File: config.mk
export PLATFORM = sky130hd
export DESIGN_NAME = cube_cell_five_tetra_indexer_flat
export DESIGN_NICKNAME = d
export VERILOG_FILES = /design/src/rtl/cctet_pkg.sv /design/src/rtl/cctet_if.sv /design/src/rtl/cube_cell_five_tetra_indexer.sv /design/src/rtl/cctet_front.sv /design/src/rtl/cctet_jobq.sv /design/src/rtl/cctet_back.sv /design/src/flat_wrapper.sv
export SDC_FILE = /design/constraint.sdc
export NUM_CORES = 2
export LEC_CHECK = 0
export BUFFER_PORTS_ARGS = -buffer_cell sky130_fd_sc_hd__buf_2
export CORE_ASPECT_RATIO = 1.5
export CORE_MARGIN = 2
export CORE_UTILIZATION = 50
export CTS_BUF_LIST = sky130_fd_sc_hd__clkbuf_4 sky130_fd_sc_hd__clkbuf_8
export CTS_CLUSTER_DIAMETER = 30
export DETAILED_ROUTE_END_ITERATION = 16
export GPL_ROUTABILITY_DRIVEN = 0
export HOLD_SLACK_MARGIN = 0.05
export PLACE_DENSITY_LB_ADDON = 0.08
export SYNTH_ARGS = -nofsm -noshare
export SYNTH_HDL_FRONTEND = slang
export SYNTH_SLANG_ARGS = --single-unit
File: constraint.sdc
create_clock -name clk -period 6.5 [get_ports clk]
set_input_delay 1.3 -clock clk [delete_from_list [all_inputs] [get_ports clk]]
set_output_delay 1.3 -clock clk [all_outputs]
set_load 0.005 [all_outputs]
File: src/rtl/cctet_pkg.sv
// ----------------------------------------------------------------------------
// cctet_pkg: shared types, constants and split tables
// Job record between front and back, geometry bundle, register indexes and
// the two five-tetrahedron corner tables.
// ----------------------------------------------------------------------------
`default_nettype none

package cctet_pkg;

	localparam int IDX_W    = 30;   // linear vertex index width
	localparam int REG_W    = 11;   // geometry register width
	localparam int CELL_W   = 10;   // cell coordinate width
	localparam int SLOT_W   = 3;
	localparam int PLANE_W  = 2 * REG_W;
	localparam int JOBQ_DEPTH = 4;

	localparam logic [SLOT_W-1:0] SLOT_LAST = 3'd4;

	typedef enum logic [1:0] {
		REG_VERTS_X = 2'd0,
		REG_VERTS_Y = 2'd1,
		REG_VERTS_Z = 2'd2
	} cfg_reg_t;

	// geometry derived from the configuration registers
	typedef struct packed {
		logic [REG_W-1:0]   vx;
		logic [REG_W-1:0]   vy;
		logic [REG_W-1:0]   vz;
		logic [PLANE_W-1:0] plane;     // vy*vz
		logic [PLANE_W:0]   plane_vz;  // vy*vz + vz
	} cctet_geom_t;

	// classified cell handed from front to back
	typedef struct packed {
		logic [IDX_W-1:0] base;  // index of corner 0
		logic             odd;   // parity of i+j+k
		logic             err;   // cell outside grid
	} cctet_job_t;

	// corner number (4*l + 2*m + n) of position pos of tetrahedron slot
	function automatic logic [2:0] split_corner(logic odd, logic [SLOT_W-1:0] slot,
			logic [1:0] pos);
		logic [11:0] row;
		logic [2:0]  c;
		if (odd) begin
			case (slot)
				3'd0:    row = {3'd6, 3'd4, 3'd7, 3'd2};
				3'd1:    row = {3'd7, 3'd2, 3'd1, 3'd3};
				3'd2:    row = {3'd1, 3'd4, 3'd7, 3'd5};
				3'd3:    row = {3'd2, 3'd4, 3'd1, 3'd0};
				default: row = {3'd7, 3'd4, 3'd1, 3'd2};
			endcase
		end else begin
			case (slot)
				3'd0:    row = {3'd0, 3'd6, 3'd5, 3'd4};
				3'd1:    row = {3'd3, 3'd6, 3'd0, 3'd2};
				3'd2:    row = {3'd5, 3'd6, 3'd3, 3'd7};
				3'd3:    row = {3'd3, 3'd0, 3'd5, 3'd1};
				default: row = {3'd0, 3'd6, 3'd3, 3'd5};
			endcase
		end
		case (pos)
			2'd0:    c = row[11:9];
			2'd1:    c = row[8:6];
			2'd2:    c = row[5:3];
			default: c = row[2:0];
		endcase
		return c;
	endfunction

endpackage

`default_nettype wire

File: src/rtl/cctet_if.sv
// ----------------------------------------------------------------------------
// cctet_if: valid/ready channels of the indexer
// Cell channel (input) and tetrahedron channel (output).
// ----------------------------------------------------------------------------
`default_nettype none

interface cctet_cell_if;
	import cctet_pkg::*;

	logic              valid;
	logic              ready;
	logic [CELL_W-1:0] cell_i;
	logic [CELL_W-1:0] cell_j;
	logic [CELL_W-1:0] cell_k;

	modport source (output valid, output cell_i, output cell_j, output cell_k, input ready);
	modport sink   (input valid, input cell_i, input cell_j, input cell_k, output ready);
endinterface

interface cctet_tet_if;
	import cctet_pkg::*;

	logic              valid;
	logic              ready;
	logic [SLOT_W-1:0] tet_slot;
	logic [IDX_W-1:0]  corner_a;
	logic [IDX_W-1:0]  corner_b;
	logic [IDX_W-1:0]  corner_c;
	logic [IDX_W-1:0]  corner_d;
	logic              last_of_cell;
	logic              cell_error;

	modport source (output valid, output tet_slot, output corner_a, output corner_b,
		output corner_c, output corner_d, output last_of_cell, output cell_error,
		input ready);
	modport sink   (input valid, input tet_slot, input corner_a, input corner_b,
		input corner_c, input corner_d, input last_of_cell, input cell_error,
		output ready);
endinterface

`default_nettype wire

File: src/rtl/cube_cell_five_tetra_indexer.sv
// Flow: an accepted cell passes front stages s1 and s2, the job queue and the
//   back-end job register before its first tetrahedron enters the output register.
// Throughput: the back-end slot sequencer emits one tetrahedron per cycle while
//   tet.ready does not stall it: five per in-grid cell, one per out-of-grid cell.
// Reset: arst_n clears all control state; grid sizes return to 2 x 2 x 2.
// ----------------------------------------------------------------------------
// cube_cell_five_tetra_indexer: split a grid cube cell into five tetrahedra
// Config registers, geometry precompute, front classifier, job queue and
// back-end sequencer.
// ----------------------------------------------------------------------------
`default_nettype none

module cube_cell_five_tetra_indexer #(
	parameter int MAX_VERTS_PER_AXIS = 1024
) (
	input  wire                          clk,
	input  wire                          arst_n,
	// configuration write port
	input  wire                          cfg_we,
	input  wire  [1:0]                   cfg_idx,
	input  wire  [cctet_pkg::REG_W-1:0]  cfg_data,
	// channels
	cctet_cell_if.sink                   cube,
	cctet_tet_if.source                  tet
);
	import cctet_pkg::*;

	// clamp limit, wide enough for parameter values up to 8191
	localparam logic [12:0] MAX_V = 13'(MAX_VERTS_PER_AXIS);

	logic [REG_W-1:0]   vx_q, vy_q, vz_q;
	logic [PLANE_W-1:0] plane_q;      // vy*vz, registered from vy_q and vz_q
	logic [PLANE_W:0]   plane_vz_q;   // vy*vz + vz, registered from plane_q and vz_q
	logic [REG_W-1:0]   wr_val;
	cctet_geom_t        geom;

	logic               push;
	cctet_job_t         push_job;
	logic               pop;
	logic               avail;
	cctet_job_t         head;

	// writes above the axis limit saturate to it
	assign wr_val = ({2'b00, cfg_data} > MAX_V) ? MAX_V[REG_W-1:0] : cfg_data;

	always_ff @(posedge clk or negedge arst_n) begin
		if (!arst_n) begin
			vx_q       <= 11'd2;
			vy_q       <= 11'd2;
			vz_q       <= 11'd2;
			plane_q    <= 22'd4;
			plane_vz_q <= 23'd6;
		end else begin
			if (cfg_we) begin
				unique case (cfg_idx)
					REG_VERTS_X: vx_q <= wr_val;
					REG_VERTS_Y: vy_q <= wr_val;
					REG_VERTS_Z: vz_q <= wr_val;
					default:     ;   // unknown index: write dropped
				endcase
			end
			// Derived geometry follows a write through plane_q and then plane_vz_q; the
			// front pipe reads plane in stage s1 and the back end reads plane_vz, so a
			// cell accepted together with a write can still see the old plane value.
			plane_q    <= vy_q * vz_q;
			plane_vz_q <= {1'b0, plane_q} + (PLANE_W+1)'(vz_q);
		end
	end

	assign geom.vx       = vx_q;
	assign geom.vy       = vy_q;
	assign geom.vz       = vz_q;
	assign geom.plane    = plane_q;
	assign geom.plane_vz = plane_vz_q;

	// front: bounds check, parity, corner-0 index
	cctet_front u_front (
		.clk      (clk),
		.arst_n   (arst_n),
		.cube     (cube),
		.geom     (geom),
		.pop      (pop),
		.push     (push),
		.push_job (push_job)
	);

	// queue: lets intake run ahead while the back end works through slots
	cctet_jobq u_jobq (
		.clk      (clk),
		.arst_n   (arst_n),
		.push     (push),
		.push_job (push_job),
		.pop      (pop),
		.avail    (avail),
		.head     (head)
	);

	// back: five tetrahedra per in-grid cell, one per error cell, into the output register
	cctet_back u_back (
		.clk    (clk),
		.arst_n (arst_n),
		.avail  (avail),
		.head   (head),
		.geom   (geom),
		.pop    (pop),
		.tet    (tet)
	);

endmodule

`default_nettype wire

File: src/rtl/cctet_front.sv
// ----------------------------------------------------------------------------
// cctet_front: cell intake and classification
// Two-stage pipe: bounds check, parity and row/plane products, then the
// corner-0 index add. Credit counter keeps the job queue from overflowing.
// ----------------------------------------------------------------------------
`default_nettype none

module cctet_front (
	input  wire                     clk,
	input  wire                     arst_n,
	cctet_cell_if.sink              cube,
	input  cctet_pkg::cctet_geom_t  geom,
	input  wire                     pop,
	output logic                    push,
	output cctet_pkg::cctet_job_t   push_job
);
	import cctet_pkg::*;

	logic              accept;
	logic [2:0]        pend_q;   // accepted, not yet taken by the back end

	logic              valid_s1;
	logic [CELL_W-1:0] ci_s1, cj_s1, ck_s1;

	logic              valid_s2;
	logic [IDX_W-1:0]  prod_i_s2;
	logic [20:0]       prod_j_s2;
	logic [CELL_W-1:0] ck_s2;
	logic              odd_s2;
	logic              err_s2;

	logic [31:0]       prod_i;
	logic [20:0]       prod_j;
	logic              in_grid;

	assign cube.ready = (pend_q < 3'(JOBQ_DEPTH));
	assign accept     = cube.valid && cube.ready;

	always_ff @(posedge clk or negedge arst_n) begin
		if (!arst_n) begin
			pend_q <= '0;
		end else begin
			case ({accept, pop})
				2'b10:   pend_q <= pend_q + 3'd1;
				2'b01:   pend_q <= pend_q - 3'd1;
				default: pend_q <= pend_q;
			endcase
		end
	end

	assign prod_i  = ci_s1 * geom.plane;
	assign prod_j  = cj_s1 * geom.vz;
	assign in_grid = ({1'b0, ci_s1} + 11'd1 < geom.vx)
	              && ({1'b0, cj_s1} + 11'd1 < geom.vy)
	              && ({1'b0, ck_s1} + 11'd1 < geom.vz);

	always_ff @(posedge clk or negedge arst_n) begin
		if (!arst_n) begin
			valid_s1 <= 1'b0;
			valid_s2 <= 1'b0;
		end else begin
			valid_s1 <= accept;
			valid_s2 <= valid_s1;
		end
	end

	always_ff @(posedge clk) begin
		if (accept) begin
			ci_s1 <= cube.cell_i;
			cj_s1 <= cube.cell_j;
			ck_s1 <= cube.cell_k;
		end
		prod_i_s2 <= prod_i[IDX_W-1:0];
		prod_j_s2 <= prod_j;
		ck_s2     <= ck_s1;
		odd_s2    <= ci_s1[0] ^ cj_s1[0] ^ ck_s1[0];
		err_s2    <= !in_grid;
	end

	assign push          = valid_s2;
	assign push_job.base = prod_i_s2 + IDX_W'(prod_j_s2) + IDX_W'(ck_s2);
	assign push_job.odd  = odd_s2;
	assign push_job.err  = err_s2;

endmodule

`default_nettype wire

File: src/rtl/cctet_jobq.sv
// ----------------------------------------------------------------------------
// cctet_jobq: job queue between front and back
// Small register FIFO; the front's credit count guarantees no overflow.
// ----------------------------------------------------------------------------
`default_nettype none

module cctet_jobq (
	input  wire                     clk,
	input  wire                     arst_n,
	input  wire                     push,
	input  cctet_pkg::cctet_job_t   push_job,
	input  wire                     pop,
	output logic                    avail,
	output cctet_pkg::cctet_job_t   head
);
	import cctet_pkg::*;

	localparam int PTR_W = $clog2(JOBQ_DEPTH);

	cctet_job_t       entry_q [JOBQ_DEPTH];
	logic [PTR_W-1:0] wr_ptr_q, rd_ptr_q;
	logic [PTR_W:0]   count_q;

	assign avail = (count_q != '0);
	assign head  = entry_q[rd_ptr_q];

	always_ff @(posedge clk or negedge arst_n) begin
		if (!arst_n) begin
			wr_ptr_q <= '0;
			rd_ptr_q <= '0;
			count_q  <= '0;
		end else begin
			if (push)
				wr_ptr_q <= wr_ptr_q + PTR_W'(1);
			if (pop)
				rd_ptr_q <= rd_ptr_q + PTR_W'(1);
			case ({push, pop})
				2'b10:   count_q <= count_q + (PTR_W+1)'(1);
				2'b01:   count_q <= count_q - (PTR_W+1)'(1);
				default: count_q <= count_q;
			endcase
		end
	end

	always_ff @(posedge clk) begin
		if (push)
			entry_q[wr_ptr_q] <= push_job;
	end

endmodule

`default_nettype wire

File: src/rtl/cctet_back.sv
// ----------------------------------------------------------------------------
// cctet_back: tetrahedron sequencer
// Walks the five slots of a cell (one for an error cell), forms the four
// corner indices per slot and holds them in the output register.
// ----------------------------------------------------------------------------
`default_nettype none

module cctet_back (
	input  wire                     clk,
	input  wire                     arst_n,
	input  wire                     avail,
	input  cctet_pkg::cctet_job_t   head,
	input  cctet_pkg::cctet_geom_t  geom,
	output logic                    pop,
	cctet_tet_if.source             tet
);
	import cctet_pkg::*;

	logic              busy_q;
	cctet_job_t        job_q;
	logic [SLOT_W-1:0] slot_q;

	logic              out_valid_q;
	logic [SLOT_W-1:0] out_slot_q;
	logic [IDX_W-1:0]  out_a_q, out_b_q, out_c_q, out_d_q;
	logic              out_last_q;
	logic              out_err_q;

	logic              out_free;
	logic              last;
	logic              emit;

	function automatic logic [IDX_W-1:0] corner_idx(logic [IDX_W-1:0] base,
			logic [2:0] sel, cctet_geom_t g);
		logic [IDX_W-1:0] off;
		case (sel[2:1])
			2'd0:    off = '0;
			2'd1:    off = IDX_W'(g.vz);
			2'd2:    off = IDX_W'(g.plane);
			default: off = IDX_W'(g.plane_vz);
		endcase
		return base + off + IDX_W'(sel[0]);
	endfunction

	assign out_free = !out_valid_q || tet.ready;
	assign last     = job_q.err || (slot_q == SLOT_LAST);
	assign emit     = busy_q && out_free;
	assign pop      = avail && (!busy_q || (emit && last));

	always_ff @(posedge clk or negedge arst_n) begin
		if (!arst_n) begin
			busy_q      <= 1'b0;
			slot_q      <= '0;
			out_valid_q <= 1'b0;
		end else begin
			if (pop) begin
				busy_q <= 1'b1;
				slot_q <= '0;
			end else if (emit && last) begin
				busy_q <= 1'b0;
			end else if (emit) begin
				slot_q <= slot_q + SLOT_W'(1);
			end
			if (out_free)
				out_valid_q <= busy_q;
		end
	end

	always_ff @(posedge clk) begin
		if (pop)
			job_q <= head;
		if (emit) begin
			out_slot_q <= slot_q;
			out_last_q <= last;
			out_err_q  <= job_q.err;
			if (job_q.err) begin
				out_a_q <= '0;
				out_b_q <= '0;
				out_c_q <= '0;
				out_d_q <= '0;
			end else begin
				out_a_q <= corner_idx(job_q.base, split_corner(job_q.odd, slot_q, 2'd0), geom);
				out_b_q <= corner_idx(job_q.base, split_corner(job_q.odd, slot_q, 2'd1), geom);
				out_c_q <= corner_idx(job_q.base, split_corner(job_q.odd, slot_q, 2'd2), geom);
				out_d_q <= corner_idx(job_q.base, split_corner(job_q.odd, slot_q, 2'd3), geom);
			end
		end
	end

	assign tet.valid        = out_valid_q;
	assign tet.tet_slot     = out_slot_q;
	assign tet.corner_a     = out_a_q;
	assign tet.corner_b     = out_b_q;
	assign tet.corner_c     = out_c_q;
	assign tet.corner_d     = out_d_q;
	assign tet.last_of_cell = out_last_q;
	assign tet.cell_error   = out_err_q;

endmodule

`default_nettype wire
File: src/flat_wrapper.sv
// flat-port wrapper written by rule: the top's interface ports become plain ports
module cube_cell_five_tetra_indexer_flat import cctet_pkg::*;
#(
	parameter int MAX_VERTS_PER_AXIS = 1024
)
  (clk, arst_n, cfg_we, cfg_idx, cfg_data, cube_valid, cube_cell_i, cube_cell_j, cube_cell_k, cube_ready, tet_valid, tet_tet_slot, tet_corner_a, tet_corner_b, tet_corner_c, tet_corner_d, tet_last_of_cell, tet_cell_error, tet_ready);
  cctet_cell_if cube_i ();
  cctet_tet_if tet_i ();
  input  wire clk;
  input  wire arst_n;
  input  wire cfg_we;
  input  wire  [1:0] cfg_idx;
  input  wire  [cctet_pkg::REG_W-1:0] cfg_data;
  input wire logic [$bits(cube_i.valid)-1:0] cube_valid;
  input wire logic [$bits(cube_i.cell_i)-1:0] cube_cell_i;
  input wire logic [$bits(cube_i.cell_j)-1:0] cube_cell_j;
  input wire logic [$bits(cube_i.cell_k)-1:0] cube_cell_k;
  output wire logic [$bits(cube_i.ready)-1:0] cube_ready;
  output wire logic [$bits(tet_i.valid)-1:0] tet_valid;
  output wire logic [$bits(tet_i.tet_slot)-1:0] tet_tet_slot;
  output wire logic [$bits(tet_i.corner_a)-1:0] tet_corner_a;
  output wire logic [$bits(tet_i.corner_b)-1:0] tet_corner_b;
  output wire logic [$bits(tet_i.corner_c)-1:0] tet_corner_c;
  output wire logic [$bits(tet_i.corner_d)-1:0] tet_corner_d;
  output wire logic [$bits(tet_i.last_of_cell)-1:0] tet_last_of_cell;
  output wire logic [$bits(tet_i.cell_error)-1:0] tet_cell_error;
  input wire logic [$bits(tet_i.ready)-1:0] tet_ready;
  assign cube_i.valid = cube_valid;
  assign cube_i.cell_i = cube_cell_i;
  assign cube_i.cell_j = cube_cell_j;
  assign cube_i.cell_k = cube_cell_k;
  assign cube_ready = cube_i.ready;
  assign tet_valid = tet_i.valid;
  assign tet_tet_slot = tet_i.tet_slot;
  assign tet_corner_a = tet_i.corner_a;
  assign tet_corner_b = tet_i.corner_b;
  assign tet_corner_c = tet_i.corner_c;
  assign tet_corner_d = tet_i.corner_d;
  assign tet_last_of_cell = tet_i.last_of_cell;
  assign tet_cell_error = tet_i.cell_error;
  assign tet_i.ready = tet_ready;
  cube_cell_five_tetra_indexer #(.MAX_VERTS_PER_AXIS(MAX_VERTS_PER_AXIS)) u_core (.clk(clk), .arst_n(arst_n), .cfg_we(cfg_we), .cfg_idx(cfg_idx), .cfg_data(cfg_data), .cube(cube_i), .tet(tet_i));
endmodule
[After elaboration in Yosys (flattened, before gate mapping)]
Memory sizes are Yosys's and may differ from the RTL's. A register that Yosys moved wholly into a read port is not among the register bits.
Cells that the tools add are included.
Storage, ports and cells
  flip-flop bits (word level): 313
  RAM bits: 128
  input bits: 48
  output and inout port bits: 127
  logic and storage cells: 140
  memories kept: 1
Cells by class
  add/sub/neg operators: 21
  multipliers: 3
  $lt $le $gt $ge: 5
  equal/unequal tests: 19
  multiplexer cells: 33
  bitwise operators: 2
  reduce and logical (&&, ||, !) cells: 27
Memories
  u_core.u_jobq.entry_q: words 4, bits a word 32, read ports 1, clocked after Yosys merged registers in 1, wr ports 1, line cctet_jobq.sv:20  | cctet_job_t entry_q [JOBQ_DEPTH];
Operators by type and width (count)
  one-hot mux 23 bit (3 select lines): 4
  two-way mux 30 bit: 8
  adder 30 x 1 -> 30 bit: 4
  adder 30 bit: 4
  one-hot mux 12 bit (4 select lines): 2
  adder 10 x 1 -> 11 bit, second input constant: 3
  less-than comparator 11 bit: 3
  two-way mux 3 bit: 11
  adder 30 x 10 -> 30 bit: 1
  adder 30 x 21 -> 30 bit: 1
  multiplier 10 x 22 -> 30 bit: 1
  adder 22 x 11 -> 23 bit: 1
  multiplier 11 x 11 -> 22 bit: 1
  multiplier 10 x 11 -> 21 bit: 1
  == test 2 x 1 -> 1 bit, second input constant: 7
  == test 2 bit, second input constant: 7
  two-way mux 12 bit: 1
  one-hot mux 3 bit (2 select lines): 2
  > comparator 11 bit, second input constant: 1
  two-way mux 11 bit: 1
  zero test 2 bit: 5
  adder 3 x 1 -> 3 bit, second input constant: 3
  AND reduction 2 bit: 4
  nonzero test 2 bit: 4
  other kinds (14): 30

[Depth between registers and ports, before layout]
  depth after elaboration: 11
  mapped depth: 23
  mapped depth without buffers: 21

[By module]
A second synthesis with hierarchy kept.
Unflattened totals
  cells, all modules: 4000
  area total of the unflattened synthesis: 40355.0 um^2
By module, submodules not included
  cctet_front: times used 1, cells an instance 1663, area an instance 15344.7 um^2, sequential area each 2287.2 um^2
  cctet_back: times used 1, cells an instance 1357, area an instance 12577.1 um^2, sequential area each 4839.6 um^2
  cube_cell_five_tetra_indexer: times used 1, cells an instance 777, area an instance 7373.3 um^2, sequential area each 1959.4 um^2
  cctet_jobq: times used 1, cells an instance 203, area an instance 5059.9 um^2, sequential area each 4018.9 um^2

[Least setup slack after synthesis]
Ideal clock, no wire load.
  path type: in2reg
  from: input tet_ready
  to: register u_core.u_back.out_err_q (netlist: u_core.u_back.tet.cell_error) (enable)
  library setup time: 625 ps
  arrival: 6910 ps
  data required time: 5875 ps
  slack: -1035 ps
  stages on the path: 2
  path buffers: 0
  cells stage by stage: nor2b_1 nor2b_1
Between the ends
  cells in the longest elaborated chain, start to end: 2
Ends and longest elaborated chain
  from (decl): line flat_wrapper.sv:27  | input wire logic [$bits(tet_i.ready)-1:0] tet_ready;
  logical OR 1 bit: line cctet_back.sv:45  | assign out_free = !out_valid_q || tet.ready;
  logical AND 1 bit: line cctet_back.sv:47  | assign emit = busy_q && out_free;
  named net u_core.u_back.emit: line cctet_back.sv:31  | logic emit;
  to (signal assigned): line cctet_back.sv:75  | out_err_q <= job_q.err;
  to (decl): line cctet_back.sv:27  | logic out_err_q;
The timed path passes the listed nets, and every way through them passes these cells.
A chain may end at the register's enable or synchronous reset.

[Worst setup path in the final report]
  from: register u_core.u_front.ci_s1[1]
  to: register u_core.u_front.prod_i_s2[29]
Between the ends
  cells in the longest elaborated chain, start to end: 1
Ends and longest elaborated chain
  from (decl): line cctet_front.sv:23  | logic [CELL_W-1:0] ci_s1, cj_s1, ck_s1;
  from (signal assigned): line cctet_front.sv:69  | ci_s1 <= cube.cell_i;
  multiplier 10 x 22 -> 30 bit: line cctet_front.sv:51  | assign prod_i = ci_s1 * geom.plane;
  named net u_core.u_front.prod_i[29]: line cctet_front.sv:32  | logic [31:0] prod_i;
  to (signal assigned): line cctet_front.sv:73  | prod_i_s2 <= prod_i[IDX_W-1:0];
  to (decl): line cctet_front.sv:26  | logic [IDX_W-1:0] prod_i_s2;
The timed path passes the listed nets, and every way through them passes these cells.

==> impl.org <==
** Synth
- Synthesis instantiated 80 different standard cells from the library.
- Share of synthesized flip-flops with an asynchronous set or reset :: 0.201
- The share of the synthesized area in compound gates (AO/OA/AOI/OAI) is 0.104.
- Post-synthesis net count :: 4728
- Post-synth EDFFs :: 315
- Synthesis produced a netlist whose cell count is around 4k.
- Largest family of logic cells by synthesized area :: adder cells
- Post-synthesis share of cell area spent on full adders, half adders and majority gates :: 0.276
- Mean instance size in the synthesized netlist :: approximately 9.9 um2
- Most used flip-flop cell after synthesis :: edfxtp_1
- The share of the Yosys chip area taken by registers is 0.331.
- Simple-gate share of the synthesized area :: 0.148
- Xor/xnor share of the synthesized area :: 0.0464
- Count of state elements after synthesis :: 473
- Total standard cell area after synthesis :: approximately 40000 um2
- Measured against the total synthesized area, the mux share comes to 0.0324.
- Yosys Warn Count :: 0

** STA
- Crit path time final :: around 6000 ps
- The number of failing hold endpoints at the final stage was 0.
- Derived from the worst setup path, the maximum achievable clock frequency is approximately 0.16 GHz.
- Rel. slew slack :: 0.304
- Across all hold checks on the routed design, the worst slack comes to 338 ps.
- Clock Skews :: approximately 32 ps
- Number of slew-limit violations in the final report :: 0
- Final WS setup :: between 300 and 400 ps
- Period Utilization, post-route :: 0.950
- Actual transition at the worst max-transition pin :: 1040 ps
- Setup violations remaining at the end of the flow were counted as 0.
- Unrepaired setup endpoints after global routing :: false

** Routing
- After detailed routing, the number of remaining DRC violations is 0.
- The routed design has 111000 um of wire.
- In the routed layout, each cell is associated on average with a via count of about 5.6.
- Once detail routing completed, the nets flagged for antenna violations numbered 0.
- The detailed router finished its first iteration with roughly 1.8k violations.
- After detailed routing, the average wire length per cell comes to about 21 um.
- Number of detailed-route iterations in the first pass :: 6
- The routed layout has roughly 29k vias.

** Global route
- GRT Residual Overflow :: 0
- Antenna violations before repair :: 9
- First-pass GRT wire length :: approximately 170000 um
- Via count of the first global-routing pass :: 30.1k
- In the global route stage, overall resource usage came out at 0.276.
- Entering global routing, the biggest net connects between 70 and 80 pins.

** Floorplanning
- The die covers 81600 um2.
- 175 I/O pins were placed.
- Core footprint :: slightly below 80000 um2
- Width of the die :: 234 um
- Initial cell density of the core :: 0.504
- Count of standard-cell rows :: about 130
- The die is between 300 and 400 um tall.

** Clock network
- Clock latency on the worst-skew pair, taken at its later pin, is slightly below 800 ps.
- CTS Root Buffer Type :: clkbuf_8
- Clock-pin slew was measured on the worst setup and hold paths at around 60 ps.
- TritonCTS built the clock tree.
- TritonCTS created 87 clock buffers.
- CTS saw ~470 sinks.
- Max Root-Sink Buffers :: 3
- H-tree level count :: 3
- After clock tree synthesis, the flow added hold-fix buffers numbering 0.

** Worst setup path
- The worst setup path is launched from a flip-flop.
- STA classifies the critical path endpoint as a flip-flop.
- STA puts the critical path data arrival time at slightly below 7000 ps.
- Worst setup path class :: flip-flop to flip-flop
- Of all nets on the critical path, the largest fanout is 12.
- Data on the critical path is required at its endpoint by 7140 ps.

** Run status
- Status :: complete, no violations

** Cells and area
- Post-route core utilization :: 0.557
- In the layout the commonest cells are nand2_1 (492), inv_1 (462), ha_1 (350).
- Summing all multi-input logic gate instances after layout gives between 20000 and 25000 um2.
- In the final design database the tool counted approximately 4.9k nets.
- Share of final-layout standard cells stronger than drive strength 1 :: 0.120
- The library cell used most frequently in the layout, excluding fill and tap cells, is nand2_1.
- Layout fillers :: about 7.1k
- Area overhead of the layout relative to synthesis :: 10.5%
- Across the whole layout, storage elements account for around 13000 um2.

** Placed design
- Summed over all nets, the half-perimeter wirelength after detailed placement is between 80000 and 90000 um.
- The count of buffers added on input and output ports is around 170.
- Timing analysis after detailed placement gives a worst setup slack of -99.8 ps.

** Min path
- The min-delay analysis places its worst path in the category flip-flop to flip-flop.

** Run
- Number of violations of the max-capacitance limit :: 0
==> synth_stat cells, drive strengths merged (23+ instances only) <==
master | instances | area (um2)
fa | 328 | 6570
and2 | 178 | 1110
ha | 350 | 4380
nand2 | 492 | 1850
a21oi | 200 | 1000
inv | 462 | 1730
xnor2 | 133 | 1160
clkbuf | 180 | 676
edfxtp | 315 | 9460
nor3 | 48 | 240
xor2 | 77 | 674
nor2b | 46 | 288
o21bai | 30 | 225
nand2b | 33 | 206
mux2i | 52 | 521
dfxtp | 63 | 1260
a21o | 72 | 541
dfrtp | 89 | 2230
nand4 | 31 | 194
nand3 | 62 | 310
mux4 | 32 | 721
a31oi | 23 | 159
nor2 | 248 | 931
and3 | 34 | 213
o21ai | 165 | 830
==> metrics by stage <==
| stage | instances | TNS [ps] | instance area, um2 |
|---|---|---|---|
| floorplan | 4002 | 0 | 39600 |
| global placement | 5106 | -174 | 41900 |
| detailed placement | 5106 | -179 | 41900 |
| CTS | 5267 | 0 | 43800 |
| global route | 5270 | 0 | 43800 |
| finish | 5271 | 0 | 43800 |
==> cells by family after synthesis <==
group / count (synthesis)
AO/OA/AOI/OAI: 653
XOR/XNOR: 210
adder cells (fa/ha/maj): 678
buffers and inverters: 660
flip-flops: 473
multiplexers: 88
AND/OR/NAND/NOR: 1240
==> worst max-delay path, stage by stage, from the launching register on <==
cell	delay [ps]
edfxtp_1	540
buf_4	260
nand2_1	100
fa_1	560
inv_1	60
fa_1	510
inv_1	60
fa_1	520
inv_1	50
fa_1	480
inv_1	50
fa_1	480
inv_1	40
ha_1	350
a21o_1	200
o21ai_0	420
a2111oi_2	220
o21ai_2	330
o21ai_1	140
a2111oi_0	430
o21bai_1	130
xnor2_1	140
==> flip-flops by register name, indices dropped and copies added (netlist names), 21 cells and up <==
signal                      count
u_core.u_jobq.entry_q         128
u_core.plane_vz_q              23
u_core.u_back.tet.corner_c     30
u_core.u_back.job_q            32
u_core.u_back.tet.corner_a     30
u_core.u_back.tet.corner_d     30
u_core.plane_q                 22
u_core.u_back.tet.corner_b     30
u_core.u_front.prod_i_s2       30
u_core.u_front.prod_j_s2       21
==> final cells by class <==
cell class	count	area share
multi-input cells	2869	0.550
flip-flops and latches	473	0.299
inverters	465	0.0398
repair buffers	276	0.0374
clock buffers	108	0.0312
well taps	1024	0.0292
clock inverters	53	0.0128
diodes	3	0.000171
==> final timing paths <==
kind                       slack [ps]                              start  depth (start not counted)                                    to
min in group asynchronous         520                             arst_n                          1         u_core.u_front.push$_DFF_PN0_
max reg2reg                       320  u_core.u_front.ci_s1[1]$_DFFE_PP_                         21  u_core.u_front.prod_i_s2[29]$_DFF_P_
max in group asynchronous        4680                             arst_n                          2      u_core.u_back.busy_q$_DFFE_PN0P_
max                               320  u_core.u_front.ci_s1[1]$_DFFE_PP_                         21  u_core.u_front.prod_i_s2[29]$_DFF_P_
min reg2reg                       340  u_core.u_front.valid_s1$_DFF_PN0_                          0         u_core.u_front.push$_DFF_PN0_
min                               340  u_core.u_front.valid_s1$_DFF_PN0_                          0         u_core.u_front.push$_DFF_PN0_
==> metal layers <==
layer | GRT usage | wire length (um)
met1 | 0.305 | 41500
met4 | 0.125 | 5200
met5 | 0 | 53
met3 | 0.0428 | 4690
met2 | 0.513 | 59200
==> repair_timing <==
| action | 4_1_cts | 5_1_grt |
|---|---|---|
| endpoints found under the hold margin | 0 | 0 |
| endpoints found under the setup margin | 2 | 5 |
| setup buffers | 0 | 1 |
| resized for setup | 1 | 3 |
Power is not shown: default switching activity piles up to over one toggle a cycle in this logic, so the estimate is an artifact.
